## src/rtl/bclru_pkg.sv

```systemverilog
// Shared types and codes of the LRU block-buffer cache directory.
// No dependencies.
`default_nettype none
package bclru_pkg;
    localparam int SLOTS  = 16;
    localparam int SLOT_W = 4;
    localparam int RANK_W = 4;
    localparam int CNT_W  = 5;
    localparam int BLK_W  = 32;
    localparam int BYT_W  = 17;
    localparam int RC_W   = 8;

    localparam logic [CNT_W-1:0] MAXBUF_RESET = 5'd10;
    localparam logic [RC_W-1:0]  RC_MAX       = 8'd255;

    localparam logic [1:0] REQ_GET     = 2'd0;
    localparam logic [1:0] REQ_RELEASE = 2'd1;
    localparam logic [1:0] REQ_FILL    = 2'd2;
    localparam logic [1:0] REQ_NONE    = 2'd3;

    localparam logic [3:0] ST_HIT    = 4'd0;
    localparam logic [3:0] ST_NEW    = 4'd1;
    localparam logic [3:0] ST_REUSED = 4'd2;
    localparam logic [3:0] ST_NOSLOT = 4'd3;
    localparam logic [3:0] ST_KEPT   = 4'd4;
    localparam logic [3:0] ST_FREED  = 4'd5;
    localparam logic [3:0] ST_HELD   = 4'd6;
    localparam logic [3:0] ST_FILLED = 4'd7;
    localparam logic [3:0] ST_BAD    = 4'd8;

    typedef struct packed {
        logic capture;
        logic eval;
        logic commit;
    } t_ctrl_cmd;
endpackage
`default_nettype wire

```

## src/rtl/bclru_ctrl.sv

```systemverilog
// Sequencer of the cache directory: capture, compare, commit.
// Depends on bclru_pkg.
`default_nettype none
module bclru_ctrl (
    input  wire                 i_clk,
    input  wire                 i_rst_n,
    input  wire                 i_in_tvalid,
    input  wire                 i_out_tready,
    output logic                o_in_tready,
    output logic                o_out_tvalid,
    output bclru_pkg::t_ctrl_cmd o_cmd
);
    localparam logic [1:0] S_IDLE   = 2'd0;
    localparam logic [1:0] S_EVAL   = 2'd1;
    localparam logic [1:0] S_COMMIT = 2'd2;

    logic [1:0] r_state, n_state;
    logic       r_ovalid, n_ovalid;
    logic       out_free;

    assign out_free     = !r_ovalid || i_out_tready;
    // Hold off requests while reset is applied.
    assign o_in_tready  = (r_state == S_IDLE) && i_rst_n;
    assign o_out_tvalid = r_ovalid;

    always_comb begin
        n_state      = r_state;
        o_cmd        = '0;
        unique case (r_state)
            S_IDLE: begin
                if (i_in_tvalid) begin
                    o_cmd.capture = 1'b1;
                    n_state       = S_EVAL;
                end
            end
            S_EVAL: begin
                o_cmd.eval = 1'b1;
                n_state    = S_COMMIT;
            end
            S_COMMIT: begin
                if (out_free) begin
                    o_cmd.commit = 1'b1;
                    n_state      = S_IDLE;
                end
            end
            default: n_state = S_IDLE;
        endcase
        n_ovalid = o_cmd.commit ? 1'b1 : (i_out_tready ? 1'b0 : r_ovalid);
    end

    always_ff @(posedge i_clk) begin
        if (!i_rst_n) begin
            r_state  <= S_IDLE;
            r_ovalid <= 1'b0;
        end else begin
            r_state  <= n_state;
            r_ovalid <= n_ovalid;
        end
    end
endmodule
`default_nettype wire

```

## src/rtl/bclru_dp.sv

```systemverilog
// Datapath of the cache directory: slot table, tag compare, LRU pick, result register.
// Depends on bclru_pkg.
`default_nettype none
module bclru_dp (
    input  wire                             i_clk,
    input  wire                             i_rst_n,
    input  bclru_pkg::t_ctrl_cmd            i_cmd,
    input  wire                             i_cfg_we,
    input  wire  [bclru_pkg::CNT_W-1:0]     i_cfg_wdata,
    input  wire  [1:0]                      i_req,
    input  wire  [bclru_pkg::BLK_W-1:0]     i_blk,
    input  wire  [bclru_pkg::BYT_W-1:0]     i_bytes,
    input  wire  [bclru_pkg::SLOT_W-1:0]    i_si,
    input  wire                             i_dirty,
    output logic [3:0]                      o_status,
    output logic [bclru_pkg::SLOT_W-1:0]    o_slot,
    output logic                            o_fill,
    output logic                            o_wb,
    output logic [bclru_pkg::BLK_W-1:0]     o_wbb,
    output logic [bclru_pkg::CNT_W-1:0]     o_count
);
    localparam int N = bclru_pkg::SLOTS;

    logic [bclru_pkg::CNT_W-1:0] r_max;
    logic [1:0]                  r_req;
    logic [bclru_pkg::BLK_W-1:0] r_blk;
    logic [bclru_pkg::BYT_W-1:0] r_bytes;
    logic [bclru_pkg::SLOT_W-1:0] r_si;
    logic                        r_dirty;

    logic [N-1:0] r_used, n_used, r_valid, n_valid;
    logic [bclru_pkg::RC_W-1:0]   r_rc   [N], n_rc   [N];
    logic [bclru_pkg::RANK_W-1:0] r_rank [N], n_rank [N];
    logic [bclru_pkg::BLK_W-1:0]  r_sblk [N], n_sblk [N];
    logic [bclru_pkg::BYT_W-1:0]  r_sbyt [N], n_sbyt [N];
    logic [bclru_pkg::CNT_W-1:0]  r_cnt, n_cnt;

    logic [N-1:0] r_match, r_cand, win;

    logic [3:0]                   n_status;
    logic [bclru_pkg::SLOT_W-1:0] n_slot;
    logic                         n_fill, n_wb;
    logic [bclru_pkg::BLK_W-1:0]  n_wbb;

    always_comb begin
        logic [bclru_pkg::SLOT_W-1:0] h, fr, lr, s;
        logic                          hit_any, free_any, lru_any, to_hd, dec_rk;
        logic [bclru_pkg::RANK_W-1:0]  rk;
        logic [bclru_pkg::RC_W-1:0]    rc_dec;
        h = '0; fr = '0; lr = '0; s = '0;
        hit_any = |r_match;
        free_any = ~&r_used;
        lru_any = |r_cand;
        to_hd = 1'b0; dec_rk = 1'b0;
        rc_dec = '0;
        for (int i = 0; i < N; i++) begin
            win[i] = r_cand[i];
            for (int j = 0; j < N; j++)
                if (j != i && r_cand[j] && r_rank[j] >= r_rank[i]) win[i] = 1'b0;
        end
        for (int i = 0; i < N; i++) begin
            if (r_match[i]) h  = bclru_pkg::SLOT_W'(i);
            if (win[i])     lr = bclru_pkg::SLOT_W'(i);
        end
        for (int i = N - 1; i >= 0; i--)
            if (!r_used[i]) fr = bclru_pkg::SLOT_W'(i);

        n_used = r_used; n_valid = r_valid; n_cnt = r_cnt;
        n_rc = r_rc; n_rank = r_rank; n_sblk = r_sblk; n_sbyt = r_sbyt;
        n_status = bclru_pkg::ST_BAD; n_slot = r_si;
        n_fill = 1'b0; n_wb = 1'b0; n_wbb = '0;

        if (r_req == bclru_pkg::REQ_GET) begin
            n_slot = '0;
            if (hit_any) begin
                s = h; to_hd = 1'b1;
                if (r_rc[h] != bclru_pkg::RC_MAX) n_rc[h] = r_rc[h] + 1'b1;
                n_status = bclru_pkg::ST_HIT; n_slot = h; n_fill = !r_valid[h];
            end else if ((r_cnt < r_max || !lru_any) && free_any) begin
                for (int i = 0; i < N; i++)
                    if (r_used[i]) n_rank[i] = r_rank[i] + 1'b1;
                n_used[fr] = 1'b1; n_rank[fr] = '0; n_cnt = r_cnt + 1'b1;
                n_sblk[fr] = r_blk; n_sbyt[fr] = r_bytes;
                n_valid[fr] = 1'b0; n_rc[fr] = 8'd1;
                n_status = bclru_pkg::ST_NEW; n_slot = fr; n_fill = 1'b1;
            end else if (!lru_any) begin
                n_status = bclru_pkg::ST_NOSLOT;
            end else begin
                s = lr; to_hd = 1'b1;
                n_sblk[lr] = r_blk; n_valid[lr] = 1'b0; n_rc[lr] = 8'd1;
                n_status = bclru_pkg::ST_REUSED; n_slot = lr; n_fill = 1'b1;
            end
        end else if (r_req != bclru_pkg::REQ_NONE && r_used[r_si]) begin
            if (r_req == bclru_pkg::REQ_FILL) begin
                n_valid[r_si] = 1'b1;
                n_status = bclru_pkg::ST_FILLED;
            end else begin
                rc_dec = (r_rc[r_si] != '0) ? r_rc[r_si] - 1'b1 : '0;
                n_rc[r_si] = rc_dec;
                n_wb  = r_dirty;
                n_wbb = r_dirty ? r_sblk[r_si] : '0;
                if (rc_dec != '0) begin
                    n_status = bclru_pkg::ST_HELD;
                end else if (r_cnt > r_max) begin
                    s = r_si; dec_rk = 1'b1;
                    n_used[r_si] = 1'b0; n_valid[r_si] = 1'b0;
                    n_cnt = r_cnt - 1'b1;
                    n_status = bclru_pkg::ST_FREED;
                end else begin
                    n_status = bclru_pkg::ST_KEPT;
                end
            end
        end

        rk = r_rank[s];
        if (to_hd || dec_rk) begin
            // Shift neighbors of the moved slot by one rank.
            for (int i = 0; i < N; i++) begin
                if (r_used[i] && i != int'(s)) begin
                    if (to_hd && r_rank[i] < rk) n_rank[i] = r_rank[i] + 1'b1;
                    if (dec_rk && r_rank[i] > rk) n_rank[i] = r_rank[i] - 1'b1;
                end
            end
            n_rank[s] = '0;
        end
    end

    always_ff @(posedge i_clk) begin
        if (!i_rst_n) begin
            r_max   <= bclru_pkg::MAXBUF_RESET;
            r_used  <= '0;
            r_valid <= '0;
            r_cnt   <= '0;
            for (int i = 0; i < N; i++) r_rc[i] <= '0;
        end else begin
            if (i_cfg_we) r_max <= i_cfg_wdata;
            if (i_cmd.commit) begin
                r_used  <= n_used;
                r_valid <= n_valid;
                r_cnt   <= n_cnt;
                r_rc    <= n_rc;
            end
        end
    end

    always_ff @(posedge i_clk) begin
        if (i_cmd.capture) begin
            r_req <= i_req; r_blk <= i_blk; r_bytes <= i_bytes;
            r_si <= i_si; r_dirty <= i_dirty;
        end
        if (i_cmd.eval) begin
            for (int i = 0; i < N; i++) begin
                r_match[i] <= r_used[i] && r_sbyt[i] == r_bytes && r_sblk[i] == r_blk;
                r_cand[i]  <= r_used[i] && r_sbyt[i] == r_bytes && r_rc[i] == '0;
            end
        end
        if (i_cmd.commit) begin
            r_rank <= n_rank; r_sblk <= n_sblk; r_sbyt <= n_sbyt;
            o_status <= n_status; o_slot <= n_slot; o_fill <= n_fill;
            o_wb <= n_wb; o_wbb <= n_wbb; o_count <= n_cnt;
        end
    end
endmodule
`default_nettype wire

```

## src/rtl/buffer_cache_lru_refcount_top.sv

```systemverilog
// Top level of the LRU block-buffer cache directory with reference counts.
// Depends on bclru_pkg, bclru_ctrl and bclru_dp.
`default_nettype none
// Each request passes the capture, eval and commit steps in turn: capture registers
// it, eval latches the parallel tag compare over all sixteen slots, and commit picks
// the hit, free or least recently used slot, updates the table and loads the
// result register. The table itself is the limit: one request is worked at a time,
// so a new request is accepted only after the last one has been committed.
// A finished result sits in an output register, and the next request is
// accepted while it waits; a stalled result holds the commit of the next one.
module buffer_cache_lru_refcount_top (
    input  wire         i_clk,
    input  wire         i_rst_n,
    input  wire         i_cfg_we,
    input  wire  [4:0]  i_cfg_wdata,   // max_buffers
    input  wire         s_axis_tvalid,
    output logic        s_axis_tready,
    input  wire  [55:0] s_axis_tdata,  // block_number, block_bytes, slot_index, dirty_flag
    input  wire  [1:0]  s_axis_tuser,  // req_type
    output logic        m_axis_tvalid,
    input  wire         m_axis_tready,
    output logic [47:0] m_axis_tdata,  // slot, needs_fill, writeback, writeback_block,
                                       // buffers_in_use
    output logic [3:0]  m_axis_tuser   // status
);
    bclru_pkg::t_ctrl_cmd cmd;
    logic [3:0]  slot;
    logic        fill, wb;
    logic [31:0] wbb;
    logic [4:0]  cnt;

    bclru_ctrl u_ctrl (
        .i_clk        (i_clk),
        .i_rst_n      (i_rst_n),
        .i_in_tvalid  (s_axis_tvalid),
        .i_out_tready (m_axis_tready),
        .o_in_tready  (s_axis_tready),
        .o_out_tvalid (m_axis_tvalid),
        .o_cmd        (cmd)
    );

    bclru_dp u_dp (
        .i_clk       (i_clk),
        .i_rst_n     (i_rst_n),
        .i_cmd       (cmd),
        .i_cfg_we    (i_cfg_we),
        .i_cfg_wdata (i_cfg_wdata),
        .i_req       (s_axis_tuser),
        .i_blk       (s_axis_tdata[31:0]),
        .i_bytes     (s_axis_tdata[48:32]),
        .i_si        (s_axis_tdata[52:49]),
        .i_dirty     (s_axis_tdata[53]),
        .o_status    (m_axis_tuser),
        .o_slot      (slot),
        .o_fill      (fill),
        .o_wb        (wb),
        .o_wbb       (wbb),
        .o_count     (cnt)
    );

    // Pack the result fields, lowest first, padded to whole bytes.
    assign m_axis_tdata = {5'd0, cnt, wbb, wb, fill, slot};
endmodule
`default_nettype wire

```

## config.mk

```make
export PLATFORM = sky130hd
export DESIGN_NAME = buffer_cache_lru_refcount_top
export DESIGN_NICKNAME = d
export VERILOG_FILES = /design/src/rtl/bclru_pkg.sv /design/src/rtl/bclru_ctrl.sv /design/src/rtl/bclru_dp.sv /design/src/rtl/buffer_cache_lru_refcount_top.sv
export SDC_FILE = /design/constraint.sdc
export NUM_CORES = 2
export LEC_CHECK = 0
export ABC_CLOCK_PERIOD_IN_PS = 19400
export BUFFER_PORTS_ARGS = -buffer_cell sky130_fd_sc_hd__buf_2
export CAP_MARGIN = 15
export CORE_ASPECT_RATIO = 0.75
export CORE_MARGIN = 4
export CORE_UTILIZATION = 55
export CTS_CLUSTER_DIAMETER = 100
export CTS_CLUSTER_SIZE = 16
export DETAILED_ROUTE_END_ITERATION = 10
export PLACE_DENSITY = 0.82
export SYNTH_ARGS = -nofsm -noshare
export SYNTH_HDL_FRONTEND = slang
export SYNTH_SLANG_ARGS = --single-unit
```

## constraint.sdc

```tcl
create_clock -name i_clk -period 19.4 [get_ports i_clk]
set_input_delay 0.97 -clock i_clk [delete_from_list [all_inputs] [get_ports i_clk]]
set_output_delay 0.97 -clock i_clk [all_outputs]
set_load 0.01 [all_outputs]
```

==> flow_summary_export.csv <==
group,metric,value,unit
yosys,synth.distinct_cells,111,
setup_path,crit_path_end_kind,"register",
pwr,p_per_area,61.65,nW/µm²
clocking,post_cts_buffers,0,
global_routing,grt_max_degree,92,
clocking,cts.htree.levels,3,
global_routing,grt_pass1_wl,455.8,mm
yosys,syn_area,78410,µm²
die,rows,119,
die,die_area,148700,µm²
timing,max_freq,98.68,MHz
clocking,cts_max_path_buffers,3,
route,wire_per_inst,34.79,µm
final_layout,drive_gt1_frac,0.1054,
route,num_vias,68460,
yosys,yosys_warnings,0,
route,drt_iter0_drc,13430,
min_path,hp-class,"input port to register",
die,io_pins,122,
clocking,cts-hold-fix-buffers,0,
run,cap_violations,0,
die,start_util,0.5561,
yosys,ys.flop_type,"edfxtp_1",
route,drc,0,
yosys,async_reset_ff_frac,0,
setup_path,cp_max_fo,48,
yosys,yosys.area.top_type,"edfxtp_1",
final_layout,nets,8055,
placement,io_buffer_count,114,
global_routing,antenna_found_initial,40,
clocking,clock_sinks,1156,
global_routing,grt_pass1_vias,62930,
clocking,root_buffer,"clkbuf_16",
yosys,syn_avg_cell_area,10.58,µm²
timing,finalMaxSlewViolations,0,
die,core_area,141000,µm²
placement,finalWeightedCongestion,1.112,
die,die_h,335.0,µm
setup_path,cp-start-kind,"register",
die,die_w,444.0,µm
yosys,synth-seq-cells,1156,
route,drtPass1Iterations,8,
final_layout,syn_to_final_growth,7.644,%
timing,min_period,10.13,ns
clocking,path_clk_slew,0.08,ns
route,via_per_inst,7.337,
timing,hold_viol_final,0,
pwr,leakagePower,29.64,nW
clocking,cts_tree,"built",
run_status,status,"finished, final reports clean",
final_layout,final_core_util,0.5986,
route,drt_wl_total,324.6,mm
clocking,cts_buffers,83,
setup_path,cp.arrival,10.75,ns
clocking,cts_resized,0,
yosys,netlist_top_cells_area,"edfxtp_1 38%, ha_1 9.4%, xor2_1 6.6%",
global_routing,track_usage,0.4217,
clocking,clock_latency,0.75,ns
yosys,ys_seq_area_frac,0.4206,
yosys,synth_edf_count,983,
pwr,vdd_ir_drop_max,0.07290,mV
timing,worst_pin_slew,1.347,ns
timing,setup_viol,0,
timing,fin_skew,0.03780,ns
timing,rsz0062_at_grt,"no",
yosys,syn_inst,7411,
placement,post-dp-hpwl,232.1,mm
timing,slew_headroom,0.1010,
timing,tns,0,ns
timing,fin_crit_sh,0.5224,
route,final_antenna_net_count,0,
global_routing,grt_overflow,0,
setup_path,crit_type,"register to register",
yosys,synth_top_area_frac,0.3765,
setup_path,worstPathRequired,20.01,ns
path summary, 6_finish.rpt:
path                      endpoint  slack, ns              from  depth (start not counted)
setup reg to reg   u_dp.r_rank[31]       9.27      u_dp.r_si[1]                         27
hold / removal    u_dp.r_bytes[12]       0.39  s_axis_tdata[44]                          1
hold reg to reg           register       0.50          register                          2
setup / recovery   u_dp.r_rank[31]       9.27      u_dp.r_si[1]                         27
synth_stat cells (35+ instances only):
cell type,count
and3_1,78
dfxtp_1,173
o211ai_1,68
nor2_1,359
a21oi_1,353
o31ai_1,44
o21ai_0,364
xnor2_1,225
a211oi_1,59
edfxtp_1,983
clkbuf_1,369
mux2i_1,40
and4_1,59
inv_1,147
and2_1,204
a21o_1,35
o22ai_1,57
nor4_1,224
nand2b_1,110
nand4_1,172
o21a_1,36
nor2b_1,424
a31oi_1,51
mux4_2,198
ha_1,586
nor3_1,144
buf_1,64
xor2_1,592
a22oi_1,100
nand3_1,146
nand2_1,397
report_power, final:
group | leakage (nW) | internal (mW) | switching (mW)
Sequential | 10.2 | 2.69 | 0.0214
Combinational | 18.3 | 0.235 | 0.515
Clock | 1.17 | 0.819 | 0.921
Total | 29.6 | 3.75 | 1.46
cell families after synthesis:
family,synth area share
simple gates,0.1673
compound gates,0.1323
flops,0.4206
xor+xnor,0.09126
buf+inv,0.03193
fa+ha+maj,0.09351
mux,0.06298
other cells,0.00004783
layout make-up:
type	count	area, µm²
flip-flops and latches	1156	32980
fillers	11150	56600
well taps	1875	2346
inverters	156	590.6
repair buffers	380	2623
clock inverters	11	242.7
clock buffers	114	2203
diodes	14	35.03
multi-input cells	5624	43380
per-layer routing:
| metal | track usage | part of all wire | up-vias |
|---|---|---|---|
| li1 | - | - | 27980 |
| met1 | 0.5940 | 0.38 | 33160 |
| met2 | 0.5409 | 0.37 | 6251 |
| met3 | 0.2370 | 0.20 | 1033 |
| met4 | 0.1342 | 0.040 | 38 |
| met5 | 0.008254 | 0.0017 | - |
state kept, by name, indices dropped and copies added, names as in the netlist, 2 cells and up, named ones only:
signal and flops:
u_dp.r_sblk 512, u_dp.r_sbyt 272, u_dp.r_rc 128, u_dp.r_rank 64
u_dp.o_wbb 32, u_dp.r_blk 32, u_dp.r_bytes 17, u_dp.r_cand 16
u_dp.r_match 16, u_dp.r_used 16, u_dp.o_count 5, u_dp.r_cnt 5
u_dp.r_max 5, u_dp.o_slot 4, u_dp.o_status 4, u_dp.r_si 4
u_ctrl.r_state 2, u_dp.r_req 2
critical path, cell delays in order (launching register included):
cell	delay (ns)
edfxtp_1	1.09
buf_4	0.66
buf_4	0.80
mux4_2	0.59
mux4_2	0.58
nor2b_1	0.32
nand2_1	0.49
nor2_1	0.11
a21boi_2	0.17
buf_4	0.24
and2_1	0.26
a211oi_4	0.22
buf_4	0.45
a21oi_1	0.08
a32oi_1	0.41
o2111ai_2	0.59
buf_4	0.44
ha_1	0.32
nor2b_1	0.12
o21ai_0	0.08
nand2b_1	0.08
a21oi_1	0.10
a41o_1	0.34
nor4_1	0.76
o311ai_0	0.29
nand2_1	0.11
a32oi_1	0.09
nor2_1	0.11
through the flow:
| stage | worst slack [ns] | area [µm²] | hold WS [ns] | power (mW) | instances |
|---|---|---|---|---|---|
| after detailed placement | 9.989 | 81820 | 0.4820 | 3.469 | 9184 |
| final | 9.266 | 84400 | 0.3949 | 5.204 | 9330 |
| after global placement | 10.04 | 81820 | 0.4711 | 3.449 | 9184 |
| after floorplan | 12.73 | 78420 | 0.4464 | 3.200 | 7415 |
| after global routing | 9.354 | 84370 | 0.3688 | 5.318 | 9318 |
| after CTS | 9.973 | 84270 | 0.3554 | 5.153 | 9309 |
cell usage in the layout, fill, tap and decap left out, types with 144 or more instances in the layout:
cell type and count:
edfxtp_1 983, xor2_1 590, ha_1 586, nor2b_1 417, nand2_1 397, o21ai_0 364, a21oi_1 347, nor2_1 345
buf_4 258, xnor2_1 225, nor4_1 222, and2_1 204, mux4_2 198, dfxtp_1 173, nand4_1 172, inv_1 146
nand3_1 144
Power figures use the tool's default switching activity.
